--- config.mk ---
export PLATFORM = sky130hd
export DESIGN_NAME = twilight_dark_hysteresis
export DESIGN_NICKNAME = d
export VERILOG_FILES = /design/src/hw/rtl/tdh_pkg.sv /design/src/hw/rtl/twilight_dark_hysteresis.sv /design/src/hw/rtl/tdh_cfg.sv /design/src/hw/rtl/tdh_core.sv
export SDC_FILE = /design/constraint.sdc
export NUM_CORES = 1
export LEC_CHECK = 0
export BUFFER_PORTS_ARGS = -buffer_cell sky130_fd_sc_hd__buf_2
export CAP_MARGIN = 20
export CORE_MARGIN = 5
export CORE_UTILIZATION = 39
export CTS_CLUSTER_SIZE = 14
export DETAILED_ROUTE_END_ITERATION = 8
export GPL_ROUTABILITY_DRIVEN = 0
export PLACE_DENSITY = 0.59
export SYNTH_ARGS = -nofsm -noshare
export SYNTH_HDL_FRONTEND = slang
export SYNTH_SLANG_ARGS = --single-unit
--- constraint.sdc ---
create_clock -name clk_i -period 7.5 [get_ports clk_i]
set_input_delay 1.125 -clock clk_i [delete_from_list [all_inputs] [get_ports clk_i]]
set_output_delay 1.125 -clock clk_i [all_outputs]
set_load 0.02 [all_outputs]
--- src/hw/rtl/tdh_pkg.sv ---
// Shared types, constants and helpers for the twilight dark hysteresis block.
package tdh_pkg;

  localparam int unsigned CntW  = 16;
  localparam int unsigned LvlW  = 16;
  localparam int unsigned IdxW  = 3;
  localparam int unsigned InDataW  = 56;
  localparam int unsigned OutDataW = 40;
  localparam logic [CntW-1:0] CntMax = '1;

  // Register indexes on the configuration port.
  typedef enum logic [IdxW-1:0] {
    REG_ENTER_AMB  = 3'd0,
    REG_ENTER_FWD  = 3'd1,
    REG_ENTER_TIME = 3'd2,
    REG_LEAVE_AMB  = 3'd3,
    REG_LEAVE_FWD  = 3'd4,
    REG_LEAVE_TIME = 3'd5,
    REG_IR_NIGHT   = 3'd6
  } reg_idx_e;

  // Item kinds carried in tuser.
  localparam logic KindTick = 1'b0;
  localparam logic KindInit = 1'b1;

  // Reset values of the registers and of the values derived from them.
  localparam logic [LvlW-1:0] RstEnterAmb  = 16'd1000;
  localparam logic [LvlW-1:0] RstEnterAmb3 = 16'd333;
  localparam logic [LvlW-1:0] RstEnterFwd  = 16'd1000;
  localparam logic [LvlW:0]   RstEnterFwd15 = 17'd1500;
  localparam logic [CntW-1:0] RstEnterTime = 16'd60;
  localparam logic [LvlW-1:0] RstLeaveAmb  = 16'd1500;
  localparam logic [LvlW-1:0] RstLeaveFwd  = 16'd1500;
  localparam logic [CntW-1:0] RstLeaveTime = 16'd60;
  localparam logic [LvlW-1:0] RstIrNight3  = 16'd85;

  // Thresholds as the decision logic sees them.
  typedef struct packed {
    logic [LvlW-1:0] enter_amb;
    logic [LvlW-1:0] enter_amb3;
    logic [LvlW-1:0] enter_fwd;
    logic [LvlW:0]   enter_fwd15;
    logic [CntW-1:0] enter_time;
    logic [LvlW-1:0] leave_amb;
    logic [LvlW-1:0] leave_fwd;
    logic [CntW-1:0] leave_time;
    logic [LvlW-1:0] ir_night3;
  } tdh_cfg_t;

  // Exact truncating divide by three of a 16-bit value by reciprocal multiply.
  function automatic logic [LvlW-1:0] div3(input logic [LvlW-1:0] x);
    logic [31:0] prod;
    prod = 32'(x) * 32'd43691;
    return {1'b0, prod[31:17]};
  endfunction

endpackage

--- src/hw/rtl/twilight_dark_hysteresis.sv ---
// Top level of the twilight dark hysteresis block.
// Usage:
//   Light samples arrive as beats on the s_axis channel; tuser carries the kind
//   (tick or initialization), tdata the twilight flag and the three samples.
//   Every input beat yields exactly one result beat on m_axis with the dark
//   flag and both qualification counters as they stand after that beat.
//   Thresholds and qualification times are written through the cfg port,
//   one register per cycle, while no beat is in flight.
// Pipeline and throughput:
//   A beat is registered on entry and its result is registered on exit: the
//   entry register feeds the decision, whose mode and counters are written to
//   the result register. The mode and counters update from the entry register,
//   so one beat per cycle is sustained while m_axis_tready stays high.
// Reset:
//   Reset clears both stages, sets the mode to not dark, clears both counters
//   and loads the default thresholds.
// Stalls:
//   When m_axis_tready is low the result holds; the entry register still takes
//   one more beat, after which s_axis_tready drops until the result drains.
module twilight_dark_hysteresis (
  input  logic                          clk_i,
  input  logic                          rst_ni,
  input  logic                          s_axis_tvalid,
  output logic                          s_axis_tready,
  // [0] twilight_on, [16:1] ambient_level, [32:17] forward_level,
  // [48:33] infrared_level, [55:49] zero
  input  logic [tdh_pkg::InDataW-1:0]   s_axis_tdata,
  // [0] kind
  input  logic                          s_axis_tuser,
  output logic                          m_axis_tvalid,
  input  logic                          m_axis_tready,
  // [0] dark_active, [16:1] enter_count, [32:17] leave_count, [39:33] zero
  output logic [tdh_pkg::OutDataW-1:0]  m_axis_tdata,
  input  logic                          cfg_we_i,
  input  logic [tdh_pkg::IdxW-1:0]      cfg_idx_i,
  input  logic [tdh_pkg::LvlW-1:0]      cfg_wdata_i
);

  tdh_pkg::tdh_cfg_t        cfg;
  logic                     dark;
  logic [tdh_pkg::CntW-1:0] enter_cnt, leave_cnt;

  tdh_cfg u_cfg (
    .clk_i       (clk_i),
    .rst_ni      (rst_ni),
    .cfg_we_i    (cfg_we_i),
    .cfg_idx_i   (cfg_idx_i),
    .cfg_wdata_i (cfg_wdata_i),
    .cfg_o       (cfg)
  );

  tdh_core u_core (
    .clk_i         (clk_i),
    .rst_ni        (rst_ni),
    .cfg_i         (cfg),
    .in_valid_i    (s_axis_tvalid),
    .in_ready_o    (s_axis_tready),
    .in_kind_i     (s_axis_tuser),
    .in_twilight_i (s_axis_tdata[0]),
    .in_amb_i      (s_axis_tdata[16:1]),
    .in_fwd_i      (s_axis_tdata[32:17]),
    .in_ir_i       (s_axis_tdata[48:33]),
    .out_valid_o   (m_axis_tvalid),
    .out_ready_i   (m_axis_tready),
    .out_dark_o    (dark),
    .out_enter_o   (enter_cnt),
    .out_leave_o   (leave_cnt)
  );

  // Pack the result beat, zero padded to whole bytes.
  assign m_axis_tdata = {7'b0, leave_cnt, enter_cnt, dark};

endmodule

--- src/hw/rtl/tdh_cfg.sv ---
// Configuration registers with the divided thresholds precomputed at write time.
module tdh_cfg (
  input  logic                      clk_i,
  input  logic                      rst_ni,
  input  logic                      cfg_we_i,
  input  logic [tdh_pkg::IdxW-1:0]  cfg_idx_i,
  input  logic [tdh_pkg::LvlW-1:0]  cfg_wdata_i,
  output tdh_pkg::tdh_cfg_t         cfg_o
);

  tdh_pkg::tdh_cfg_t cfg_q, cfg_d;

  // Decode one register write; the derived thresholds follow their source.
  always_comb begin
    cfg_d = cfg_q;
    if (cfg_we_i) begin
      unique case (cfg_idx_i)
        tdh_pkg::REG_ENTER_AMB: begin
          cfg_d.enter_amb  = cfg_wdata_i;
          cfg_d.enter_amb3 = tdh_pkg::div3(cfg_wdata_i);
        end
        tdh_pkg::REG_ENTER_FWD: begin
          cfg_d.enter_fwd   = cfg_wdata_i;
          cfg_d.enter_fwd15 = {1'b0, cfg_wdata_i} + {2'b0, cfg_wdata_i[tdh_pkg::LvlW-1:1]};
        end
        tdh_pkg::REG_ENTER_TIME: cfg_d.enter_time = cfg_wdata_i;
        tdh_pkg::REG_LEAVE_AMB:  cfg_d.leave_amb  = cfg_wdata_i;
        tdh_pkg::REG_LEAVE_FWD:  cfg_d.leave_fwd  = cfg_wdata_i;
        tdh_pkg::REG_LEAVE_TIME: cfg_d.leave_time = cfg_wdata_i;
        tdh_pkg::REG_IR_NIGHT:   cfg_d.ir_night3  = tdh_pkg::div3(cfg_wdata_i);
        default: ;
      endcase
    end
  end

  always_ff @(posedge clk_i or negedge rst_ni) begin
    if (!rst_ni) begin
      cfg_q.enter_amb   <= tdh_pkg::RstEnterAmb;
      cfg_q.enter_amb3  <= tdh_pkg::RstEnterAmb3;
      cfg_q.enter_fwd   <= tdh_pkg::RstEnterFwd;
      cfg_q.enter_fwd15 <= tdh_pkg::RstEnterFwd15;
      cfg_q.enter_time  <= tdh_pkg::RstEnterTime;
      cfg_q.leave_amb   <= tdh_pkg::RstLeaveAmb;
      cfg_q.leave_fwd   <= tdh_pkg::RstLeaveFwd;
      cfg_q.leave_time  <= tdh_pkg::RstLeaveTime;
      cfg_q.ir_night3   <= tdh_pkg::RstIrNight3;
    end else begin
      cfg_q <= cfg_d;
    end
  end

  assign cfg_o = cfg_q;

endmodule

--- src/hw/rtl/tdh_core.sv ---
// Input register, hysteresis decision, mode and counter state, result register.
module tdh_core (
  input  logic                          clk_i,
  input  logic                          rst_ni,
  input  tdh_pkg::tdh_cfg_t             cfg_i,
  input  logic                          in_valid_i,
  output logic                          in_ready_o,
  input  logic                          in_kind_i,
  input  logic                          in_twilight_i,
  input  logic [tdh_pkg::LvlW-1:0]      in_amb_i,
  input  logic [tdh_pkg::LvlW-1:0]      in_fwd_i,
  input  logic [tdh_pkg::LvlW-1:0]      in_ir_i,
  output logic                          out_valid_o,
  input  logic                          out_ready_i,
  output logic                          out_dark_o,
  output logic [tdh_pkg::CntW-1:0]      out_enter_o,
  output logic [tdh_pkg::CntW-1:0]      out_leave_o
);

  logic                     in_valid_q;
  logic                     kind_q, twl_q;
  logic [tdh_pkg::LvlW-1:0] amb_q, fwd_q, ir_q;
  logic                     out_valid_q;
  logic                     dark_q, dark_d;
  logic [tdh_pkg::CntW-1:0] enter_q, enter_d, leave_q, leave_d;
  logic                     out_free, advance;
  logic                     strong_hit, weak_hit, bright;
  logic [tdh_pkg::CntW:0]   enter_sum, leave_sum;

  // Handshake: a beat moves forward when the result slot is free or drains.
  assign out_free   = !out_valid_q || out_ready_i;
  assign advance    = in_valid_q && out_free;
  assign in_ready_o = !in_valid_q || out_free;

  always_ff @(posedge clk_i or negedge rst_ni) begin
    if (!rst_ni) begin
      in_valid_q <= 1'b0;
    end else if (in_ready_o) begin
      in_valid_q <= in_valid_i;
    end
  end

  always_ff @(posedge clk_i) begin
    if (in_ready_o && in_valid_i) begin
      kind_q <= in_kind_i;
      twl_q  <= in_twilight_i;
      amb_q  <= in_amb_i;
      fwd_q  <= in_fwd_i;
      ir_q   <= in_ir_i;
    end
  end

  // Darkness and brightness rules.
  assign strong_hit = (amb_q < cfg_i.enter_amb) && (fwd_q < cfg_i.enter_fwd);
  assign weak_hit   = (amb_q < cfg_i.enter_amb3) && ({1'b0, fwd_q} < cfg_i.enter_fwd15) &&
                      (ir_q < cfg_i.enter_amb3);
  assign bright     = (fwd_q > cfg_i.leave_fwd) && (amb_q > cfg_i.leave_amb) &&
                      (ir_q > cfg_i.ir_night3);

  assign enter_sum = {1'b0, enter_q} + (strong_hit ? 17'd3 : 17'd2);
  assign leave_sum = {1'b0, leave_q} + 17'd1;

  // Next mode and counters; an init beat sets the mode, else only the branch of the current mode runs.
  always_comb begin
    dark_d  = dark_q;
    enter_d = enter_q;
    leave_d = leave_q;
    if (kind_q == tdh_pkg::KindInit) begin
      dark_d = twl_q && strong_hit;
      if (dark_d) begin
        enter_d = '0;
      end else begin
        leave_d = '0;
      end
    end else if (!dark_q) begin
      if (strong_hit || weak_hit) begin
        if (enter_q >= cfg_i.enter_time) begin
          dark_d  = 1'b1;
          enter_d = '0;
        end else begin
          enter_d = enter_sum[tdh_pkg::CntW] ? tdh_pkg::CntMax : enter_sum[tdh_pkg::CntW-1:0];
        end
      end else begin
        enter_d = '0;
      end
    end else begin
      if (bright) begin
        if (leave_q >= cfg_i.leave_time) begin
          dark_d  = 1'b0;
          leave_d = '0;
        end else begin
          leave_d = leave_sum[tdh_pkg::CntW] ? tdh_pkg::CntMax : leave_sum[tdh_pkg::CntW-1:0];
        end
      end else begin
        leave_d = '0;
      end
    end
  end

  // State doubles as the result register.
  always_ff @(posedge clk_i or negedge rst_ni) begin
    if (!rst_ni) begin
      out_valid_q <= 1'b0;
      dark_q      <= 1'b0;
      enter_q     <= '0;
      leave_q     <= '0;
    end else begin
      if (out_free) begin
        out_valid_q <= in_valid_q;
      end
      if (advance) begin
        dark_q  <= dark_d;
        enter_q <= enter_d;
        leave_q <= leave_d;
      end
    end
  end

  assign out_valid_o = out_valid_q;
  assign out_dark_o  = dark_q;
  assign out_enter_o = enter_q;
  assign out_leave_o = leave_q;

endmodule

# [After elaboration in Yosys (flattened, before gate mapping)]
# Cells that the tools add are included.
[totals] register_bits=228 inputBits=81 output_inout_bits=42 wordCells=85
[op_classes] add_sub_neg=3 n_mul=1 n_lt_le_gt_ge=10 eq_ne=9 muxes=19 n_reduce_logical=24
[ops] operator="$mux 16" n=12
[ops] operator="$ge 16x16->1" n=2
[ops] operator="$gt 16x16->1" n=2
[ops] operator="$lt 16x15->1" n=2
[ops] operator="$lt 16x16->1" n=2
[ops] operator="$mul 16x16->32 const B" n=1
[ops] operator="$add 16x1->17 const B" n=1
[ops] operator="$add 16x15->17" n=1
[ops] operator="$add 16x17->17" n=1
[ops] operator="$lt 16x17->1" n=1
[ops] operator="$gt 16x15->1" n=1
[ops] operator="$reduce_and 2->1" n=7
[ops] operator="$eq 3x3->1 const B" n=3
[ops] operator="$logic_and 1x1->1" n=8
[ops] operator="$mux 1" n=7
[ops] operator="$eq 3x2->1 const B" n=2
[ops] operator="$reduce_and 3->1" n=2
[ops] operator="$ne 2x2->1 const B" n=2
[ops] operator="$eq 3x1->1 const B" n=1
[ops] operator="$logic_not 3->1" n=1
[ops] operator="$logic_or 1x1->1" n=3
[ops] operator="$logic_not 1->1" n=2
[ops] operator="$ne 2x1->1 const B" n=1
[ops] operator="$reduce_bool 2->1" n=1

# [Longest topological paths before layout]
# Gate-level depths: netlist of run 1.
[logic_depth] word_depth=9 mapped_depth=21 mapped_depth_nobuf=21

# [Modules after synthesis]
# From an unflattened synthesis of run 1, not the netlist that was laid out.
[unflattened] hier_cells=1814 hier_area_um2=17874.6
[modules_own_cells] module="tdh_cfg" instances=1 cells_each=981 area_per_inst_um2=10457.5 seq_area_each_um2=3641.0
[modules_own_cells] module="tdh_core" instances=1 cells_each=824 area_per_inst_um2=7353.3 seq_area_each_um2=2377.3
[modules_own_cells] module="twilight_dark_hysteresis" instances=1 cells_each=9 area_per_inst_um2=63.8 seq_area_each_um2=0.0

# [Worst setup path after synthesis of run 1]
# OpenSTA, ideal clock, no wires.
[synth_path] kind="input port to flip-flop" from="input port cfg_wdata_i[2] (netlist bit)" to="register u_cfg.cfg_q, in the netlist u_cfg.cfg_o[14]" setup_time_ps=132 arrival_time_ps=5950 required_time_ps=7368 setup_slack_ps=1417 cell_stages=19 n_path_buf=0 path_cell_list="ha_1 > xor2_1 > ha_1 > inv_1 > fa_1 > inv_1 > fa_1 > fa_1 > fa_1 > ha_1 > a21oi_1 > o21ai_0 > a21oi_1 > a31oi_1 > or4b_1 > a31o_1 > a21o_1 > xnor2_1 > o21ai_1"
[synth_between] elab_chain_cells=1
[synth_lines] item="start: declaration" line="twilight_dark_hysteresis.sv:36" source="input logic [tdh_pkg::LvlW-1:0] cfg_wdata_i"
[synth_lines] item="$mul 16x16->32" line="tdh_pkg.sv:53" source="prod = 32'(x) * 32'd43691;"
[synth_lines] item="end signal: assignment" line="tdh_cfg.sv:48" source="cfg_q <= cfg_d;"
[synth_lines] item="end: declaration" line="tdh_cfg.sv:11" source="tdh_pkg::tdh_cfg_t cfg_q, cfg_d;"
# No other way between the ends.
# A chain may end at the register's enable or synchronous reset.

# [Worst setup path in the final report of run 1]
[layout_path] from="input port cfg_wdata_i[1] (netlist bit)" to="register u_cfg.cfg_q, in the netlist u_cfg.cfg_o[127]"
# Same word-level chain as after synthesis.

==> results of run 1 <==
[layer usage]
metal  vias up  GRT usage (%)  routed length, microns
met5         -              0                       0
met4         0           6.07                    1520
met3        79           1.87                    1600
met2       251           30.5                   21300
met1      6264           24.5                   20500
li1       6389              -                       -
[flip-flops by register name, summed over array words and instances (netlist names)]
register            flops
u_core.out_dark_o       1
u_core.ir_q            16
u_core.amb_q           16
u_cfg.cfg_o           143
u_core.twl_q            1
u_core.kind_q           1
u_core.out_valid_o      1
u_core.fwd_q           16
u_core.out_enter_o     16
u_core.in_valid_q       1
u_core.out_leave_o     16
[final cells by class]
class                   count  area, sq um  share of cell area [%]
inverters                 327         1230                    6.20
multi-input cells        1206        10200                    51.5
clock buffers              35          757                    3.83
repair buffers            121          664                    3.36
well taps                 592          741                    3.74
diodes                      1         2.50                  0.0126
clock inverters            15          189                   0.955
flip-flops and latches    228         6020                    30.4
[synthesized netlist by cell type (26+ instances only)]
master,count,area share (%)
inv_1,327,7.0
a21oi_1,92,2.6
mux2_2,27,1.7
o21ai_0,136,3.9
dfrtp_1,128,18
ha_1,301,21
a21o_1,46,2.0
nand2_1,164,3.5
dfstp_2,50,7.5
nand3_1,26,0.74
fa_1,78,8.9
nor2_1,36,0.77
clkbuf_1,34,0.72
edfxtp_1,50,8.5
[worst max-delay path, delay by kind of cell]
kind	cells	cell delay [ns]
xor+xnor	2	0.59
simple gates	1	0.56
fa+ha+maj	7	3.09
compound gates	8	1.26
buf+inv	2	0.26
[worst max-delay path by stage]
stage                         startpoint                           end  slack (ns)  cells past startpoint
after floorplan           cfg_wdata_i[2]   u_cfg.cfg_o[14]$_DFFE_PN0P_        1.42                     19
after global placement    cfg_wdata_i[1]  u_cfg.cfg_o[127]$_DFFE_PN0P_        0.58                     20
after detailed placement  cfg_wdata_i[1]  u_cfg.cfg_o[127]$_DFFE_PN0P_        0.48                     20
after CTS                 cfg_wdata_i[1]  u_cfg.cfg_o[127]$_DFFE_PN0P_        1.07                     20
after global routing      cfg_wdata_i[1]  u_cfg.cfg_o[127]$_DFFE_PN0P_        0.83                     20
final                     cfg_wdata_i[1]  u_cfg.cfg_o[127]$_DFFE_PN0P_        1.01                     20
[metrics by stage]
step                      util (%)  hold WS, ns  cell area [sq um]  cells
after global routing          44.6        0.499              19800   2525
after global placement        42.4        0.464              18800   2473
final                         44.6        0.479              19800   2525
after detailed placement      42.4        0.470              18800   2473
after floorplan                  -        0.450              17600   1807
after CTS                     44.5        0.483              19800   2523
[where the power goes]
group,switching [uW],total (uW),leakage (uW),internal [uW]
Sequential,133,1680,0.00264,1550
Combinational,1830,3120,0.00674,1280
Clock,543,1400,0.000473,852
[kinds of logic (layout without fill, tap and decap cells)]
kind of cell	count (synthesis)	after routing	synth area share, %
compound gates	404	404	14.2
xor+xnor	37	37	1.84
fa+ha+maj	379	379	30.2
buf+inv	373	498	8.15
flops	228	228	34.2
mux	29	29	1.85
other cells	1	8	0.0213
simple gates	350	350	9.53
==> flow_summary.toml, run 1 <==
[synthesis]
ys_async_sr_fraction_pct = 78.1
synth_edf_count = 50
syn-cell-area_sq_um = 17600
ys_seq_elements = 228
ys_seq_area_share_pct = 34.2
netlist_instances = 1801
yosysUniqueCellTypes = 71
synth.avg_cell_area_sq_um = 9.78
yosys_warnings = 0
synth_flop_cell = "dfrtp_1"

[clocking]
cts_buffers = 27
cts_hold_buf = 0
post_cts_buffers = 0
clkTransAtPathRegs_ns = 0.06
clk_path_buf_depth = 3
cts_tree = "yes"
cts_resized = 0
numClockSinks = 228
root_buffer = "clkbuf_16"
clock_latency_ns = 0.56
htreeDepth = 1

[floorplan]
die_width_microns = 223
dieHeight_microns = 223
start_util_pct = 39.7
core_area_sq_um = 44400
placement_rows = 77
num_io_pins = 123
die_area_sq_um = 49500

[setup_path]
ff2ff_path_depth = 16
cp_max_fo = 10
crit_arrival_ns = 6.90
slowest_delay_ns = 0.56
worstReg2RegEnd = "u_core.out_enter_o[7]$_DFFE_PN0P_"
cp_cell_sequence = "buf_2, ha_1, xor2_1, ha_1, a21oi_1, fa_1, inv_1, fa_1, fa_1, fa_1, ha_1, a21oi_1, o21ai_0, a21oi_1, a31oi_1, or4b_1, a31o_1, a21o_1, xnor2_1, o21ai_1"
crit_path_frequent_cell = "fa_1"
r2r_start = "u_cfg.cfg_o[106]$_DFFE_PN1P_"
r2r_setup_slack_ns = 3.28
crit_type = "input port to flop"
slowest_stage = "or4b_1"
cp-start-kind = "input port"
worstPathRequired_ns = 7.91
critPathCaptureType = "flop"

[power_and_ir_drop]
ir_drop_mv = 0.284
leakage_uw = 0.00986
power_uw = 6190
power_density_nw_per_um2 = 313

[global_routing]
grt_pass1_wl_microns = 72400
grt_usage_pct = 18.1
globalRouteOverflowTotal = 0
antenna_found_initial = 3
grt_max_degree = 100
grt_pass1_vias = 13200

[timing]
setup_violations = 0
slew_headroom_pct = 29.3
tightestPinTransition_ns = 1.06
rsz0062_at_grt = "false"
fmax_ghz = 0.154
finalHoldViolations = 0
slew_violations = 0
setup_slack_ns = 1.01
period_needed_ns = 6.49
fin_setup_tns_ns = 0
finalCritPeriodShare_pct = 86.5
clock_skew_ns = 0.0115

[placed_design]
place_ws_ns = 0.482
place.port_buffers = 108
dp_hpwl_microns = 35200

[drt]
wl_per_cell_microns = 17.8
vias = 13000
wirelength_microns = 44900
drt_first_pass_iters = 5
drcViolationCount = 0
drt_iter0_markers = 903
viasPerCell = 5.14
ant_nets = 0

[min_path]
hold_end = "u_cfg.cfg_o[81]$_DFFE_PN0P_"
hp-class = "flop to flop"
hold_depth = 2
hp-start = "u_cfg.cfg_o[81]$_DFFE_PN0P_"

[final_layout]
final_cell_mix = "inv_1, ha_1, nand2_1"
nNetsFinal = 2371
drive_gt1_share_pct = 13.3
mostFrequentLayoutCell = "inv_1"
fillers = 4205
synthToLayoutAreaGrowth_pct = 12.4

[outcome]
status = "complete, no violations"

[run]
max_cap_violations = 0
(Power assumes the default switching activity.)
==> run 2, diff against run 1 <==
Settings changed: CORE_UTILIZATION 39 to 40, PLACE_DENSITY 0.59 to 0.6.
Clock period 7.5 ns to 6.35 ns, I/O delays scaled along.
==> flow_summary.toml, run 2 (synthesized netlist as in run 1, its figures left out) <==
[outcome]
status = "complete, no violations"

[floorplan]
core_area_sq_um = 43400
start_util_pct = 40.6
dieHeight_microns = 220
die_width_microns = 220
placement_rows = 76
num_io_pins = 123
die_area_sq_um = 48300

[timing]
fmax_ghz = 0.171
slew_violations = 0
period_needed_ns = 5.84
timing.hold.ws_ns = 0.438
tightestPinTransition_ns = 1.02
finalCritPeriodShare_pct = 92.0
setup_violations = 0
clock_skew_ns = 0.0280
rsz0062_at_grt = "false"
finalHoldViolations = 0
slew_headroom_pct = 31.6

[drt]
wirelength_microns = 45600
drcViolationCount = 0
vias = 13300
viasPerCell = 5.15
ant_nets = 0
wl_per_cell_microns = 17.6
drt_first_pass_iters = 5
drt_iter0_markers = 796

[clocking]
clkTransAtPathRegs_ns = 0.06
clk_path_buf_depth = 3
numClockSinks = 228
post_cts_buffers = 0
clock_latency_ns = 0.57
cts_resized = 0
cts_hold_buf = 0
cts_tree = "yes"
htreeDepth = 1
root_buffer = "clkbuf_16"
cts_buffers = 27

[run]
max_cap_violations = 0

[min_path]
hp-class = "input port to async pin"

[setup_path]
slowest_stage = "fa_1"
slowest_delay_ns = 0.55
cp-start-kind = "input port"
crit_arrival_ns = 6.26
crit_type = "input port to flop"
cp.buffers_inverters = 6
critPathCaptureType = "flop"
crit_family = "adder cells"
worstPathRequired_ns = 6.77
cp_max_fo = 2
cp_cell_sequence = "buf_2, ha_1, buf_4, and2_1, fa_1, inv_1, fa_1, inv_1, fa_1, inv_1, fa_1, inv_1, ha_1, o21ai_0, a21oi_1, a21oi_1, a31oi_1, or4b_1, a31o_1, a21o_1, xnor2_1, o21ai_1"

[global_routing]
antenna_found_initial = 8
grt_pass1_wl_microns = 73700
grt_usage_pct = 19.3
grt_pass1_vias = 13700
globalRouteOverflowTotal = 0
grt_max_degree = 97

[final_layout]
drive_gt1_share_pct = 15.9
largest_reg_flops = 143
synthToLayoutAreaGrowth_pct = 14.6
final_cell_mix = "inv_1, ha_1, nand2_1"
instances_no_fill = 2584
nNetsFinal = 2430
final_core_util_pct = 46.6
mostFrequentLayoutCell = "inv_1"

[placed_design]
dp_hpwl_microns = 36500
place.port_buffers = 108
placed_cells = 2526

[power_and_ir_drop]
leakage_uw = 0.0101
ir_drop_mv = 0.330
power_density_nw_per_um2 = 373
## run 2: cell count changes in the layout (fill, tap and decap cells not counted), moves of 2 or more
cell	delta
bufinv_16	-2
buf_4	+60
diode_2	+7
clkbuf_8	+2
## run 2: worst register-to-register path, stage by stage (launching register included)
cell,delay (ns)
dfstp_2,0.53
inv_1,0.04
ha_1,0.30
a21oi_1,0.13
o21ai_0,0.15
a22oi_1,0.18
nand4_1,0.12
a21o_1,0.26
nor2_1,0.25
ha_1,0.23
inv_1,0.05
ha_1,0.20
nor3_1,0.63
nand3_1,0.24
nor2_1,0.32
nor2_1,0.16
a311oi_1,0.34
## run 2: cell type report
type,count,area (sq um)
Fill cell,4096,23200
Multi-Input combinational cell,1206,10200
Sequential cell,228,6020
Inverter,327,1230
Timing Repair Buffer,180,1090
Clock buffer,38,788
Tap cell,585,732
Clock inverter,12,130
Antenna cell,8,20.0
## run 2: report_power, final
group	internal, uW	switching [uW]
clock network	951	639
registers	1830	150
logic	1720	2250
## run 2: worst paths after layout
path                                                   start                                end  cells after the start  slack, ns
worst max-delay path                          cfg_wdata_i[2]       u_cfg.cfg_o[127]$_DFFE_PN0P_                     22       0.51
worst min-delay path                                  rst_ni  u_core.out_enter_o[2]$_DFFE_PN0P_                      1       0.44
worst max register to register  u_cfg.cfg_o[106]$_DFFE_PN1P_  u_core.out_enter_o[5]$_DFFE_PN0P_                     16       2.09
worst min register to register   u_cfg.cfg_o[84]$_DFFE_PN1P_        u_cfg.cfg_o[84]$_DFFE_PN1P_                      2       0.47
max in group asynchronous                             rst_ni        u_cfg.cfg_o[26]$_DFFE_PN0P_                      2       4.59
min in group clk_i               u_cfg.cfg_o[84]$_DFFE_PN1P_        u_cfg.cfg_o[84]$_DFFE_PN1P_                      2       0.47
## run 2: metrics by stage
stage	setup slack [ns]	TNS (ns)	power, uW	area [sq um]
final	0.506	0	7540	20200
after global routing	0.152	0	8300	20200
after CTS	0.535	0	7620	20200
after detailed placement	-0.0195	-0.0338	5980	19300
after global placement	-0.0254	-0.0416	5860	19300
after floorplan	0.440	0	4700	17600
## run 2: per-layer routing
metal	part of all wire (%)	vias up	GRT usage, %	wire length [microns]
li1	-	6506	-	-
met4	4.3	2	8.32	1980
met5	0.020	-	0	9
met3	4.4	93	2.60	2020
met1	44	6416	25.5	20200
met2	47	296	31.8	21400
==> run 3, diff against run 2 <==
Settings changed: CTS_BUF_LIST from default to sky130_fd_sc_hd__clkbuf_8 sky130_fd_sc_hd__clkbuf_16.
==> flow_summary.toml, run 3 (synthesized netlist as in run 1, its figures left out) <==
[outcome]
status = "complete, no violations"

[floorplan]
die_area_sq_um = 48300
core_area_sq_um = 43400
dieHeight_microns = 220
placement_rows = 76
die_width_microns = 220
start_util_pct = 40.6
num_io_pins = 123

[setup_path]
crit_arrival_ns = 6.28
crit_family = "adder cells"
worstReg2RegEnd = "u_core.out_enter_o[5]$_DFFE_PN0P_"
slowest_delay_ns = 0.55
cp_cell_sequence = "buf_2, ha_1, buf_4, and2_1, fa_1, inv_1, fa_1, inv_1, fa_1, inv_1, fa_1, inv_1, ha_1, o21ai_0, a21oi_1, a21oi_1, a31oi_1, or4b_1, a31o_1, a21o_1, xnor2_1, o21ai_1"
critPathCaptureType = "flop"
slowest_stage = "fa_1"
worstPathRequired_ns = 6.77
cp.buffers_inverters = 6
cp-start-kind = "input port"
crit_cells = 22
crit_type = "input port to flop"
r2r_setup_slack_ns = 2.13
ff2ff_path_depth = 15
r2r_start = "u_core.amb_q[15]$_DFFE_PP_"
cp_max_fo = 2

[clocking]
clkTransAtPathRegs_ns = 0.06
post_cts_buffers = 0
clk_path_buf_depth = 3
root_buffer = "clkbuf_16"
clock_latency_ns = 0.57
numClockSinks = 228
cts_tree = "yes"
cts_buffers = 27
cts_hold_buf = 0
htreeDepth = 1
cts_resized = 0

[final_layout]
drive_gt1_share_pct = 15.9
final_cell_mix = "inv_1, ha_1, nand2_1"
instances_no_fill = 2584
fillers = 4096
synthToLayoutAreaGrowth_pct = 14.6
largest_reg_flops = 143
mostFrequentLayoutCell = "inv_1"
final_area_sq_um = 20200
nNetsFinal = 2430

[timing]
slew_headroom_pct = 31.6
setup_violations = 0
fin_setup_tns_ns = 0
finalCritPeriodShare_pct = 92.4
fmax_ghz = 0.171
tightestPinTransition_ns = 1.02
period_needed_ns = 5.86
finalHoldViolations = 0
setup_slack_ns = 0.485
clock_skew_ns = 0.0267
slew_violations = 0
rsz0062_at_grt = "false"

[run]
max_cap_violations = 0

[power_and_ir_drop]
power.switching_uw = 3040
swShare_pct = 40.3
combPwrFrac_pct = 52.7
clkPwrFrac_pct = 21.0
leakage_uw = 0.0101
p_int_uw = 4500
ir_drop_mv = 0.330
power_density_nw_per_um2 = 373
power_uw = 7530
seqPwrFrac_pct = 26.3

[placed_design]
dpl-instance-area_sq_um = 19300
place.port_buffers = 108
dp_hpwl_microns = 36500
placed_cells = 2526
place_ws_ns = -0.0195

[drt]
viasPerCell = 5.15
drt_iter0_markers = 823
ant_nets = 0
wirelength_microns = 45600
drt_first_pass_iters = 5
vias = 13300
wl_per_cell_microns = 17.6
drcViolationCount = 0

[global_routing]
antenna_found_initial = 8
grt_pass1_wl_microns = 73700
grt_max_degree = 97
grt_pass1_vias = 13700
globalRouteOverflowTotal = 0
grt_usage_pct = 19.3

[min_path]
hp-class = "input port to async pin"
-- run 3: cell type report --
class | instances | area (sq um) | area share (%)
multi-input combinational | 1206 | 10200 | 50.5
clock buffer | 33 | 769 | 3.81
antenna | 8 | 20.0 | 0.0991
sequential | 228 | 6020 | 29.8
clock inverter | 17 | 149 | 0.737
inverter | 327 | 1230 | 6.08
tap | 585 | 732 | 3.62
timing repair buffer | 180 | 1090 | 5.38
-- run 3: worst max path at each step --
| stage | startpoint | end | slack [ns] |
|---|---|---|---|
| floorplan | cfg_wdata_i[2] | u_cfg.cfg_o[14]$_DFFE_PN0P_ | 0.44 |
| global placement | cfg_wdata_i[2] | u_cfg.cfg_o[127]$_DFFE_PN0P_ | -0.03 |
| detailed placement | cfg_wdata_i[3] | u_cfg.cfg_o[127]$_DFFE_PN0P_ | -0.02 |
| CTS | cfg_wdata_i[2] | u_cfg.cfg_o[127]$_DFFE_PN0P_ | 0.54 |
| global route | cfg_wdata_i[2] | u_cfg.cfg_o[127]$_DFFE_PN0P_ | 0.15 |
| finish | cfg_wdata_i[2] | u_cfg.cfg_o[127]$_DFFE_PN0P_ | 0.49 |
-- run 3: metrics by stage --
| stage | hold WS (ns) | utilization [%] |
|---|---|---|
| 2_1_floorplan | 0.450 | - |
| 3_3_place_gp | 0.461 | 44.4 |
| 3_5_place_dp | 0.470 | 44.4 |
| 4_1_cts | 0.478 | 46.5 |
| 5_1_grt | 0.501 | 46.6 |
| 6_report | 0.441 | 46.6 |
-- run 3: metal layers --
| metal | GRT usage [%] | vias to the layer above | part of all wire, % |
|---|---|---|---|
| met5 | 0 | - | 0.029 |
| met3 | 2.60 | 93 | 4.3 |
| met4 | 8.32 | 2 | 4.3 |
| met1 | 25.5 | 6416 | 45 |
| met2 | 31.8 | 284 | 47 |
| li1 | - | 6505 | - |
-- run 3: worst reg2reg max path, cell delays in order, from the launching register on --
cell      delay, ns
edfxtp_1       0.53
ha_1           0.36
nand4_1        0.14
nor3_1         0.09
a211oi_1       0.23
nand4_1        0.12
a21o_1         0.26
nor2_1         0.25
ha_1           0.23
inv_1          0.05
ha_1           0.20
nor3_1         0.63
nand3_1        0.23
nor2_1         0.31
nor2_1         0.16
a311oi_1       0.33
-- run 3: power by group through the flow --
| stage | clock (uW) | combinational [uW] | sequential [uW] |
|---|---|---|---|
| 3_5_place_dp | 0 | 3970 | 2010 |
| 2_1_floorplan | 0 | 2740 | 1960 |
| 5_1_grt | 1670 | 4600 | 2010 |
| 3_3_place_gp | 0 | 3870 | 2000 |
| 4_1_cts | 1620 | 4010 | 1980 |
| 6_report | 1580 | 3970 | 1980 |
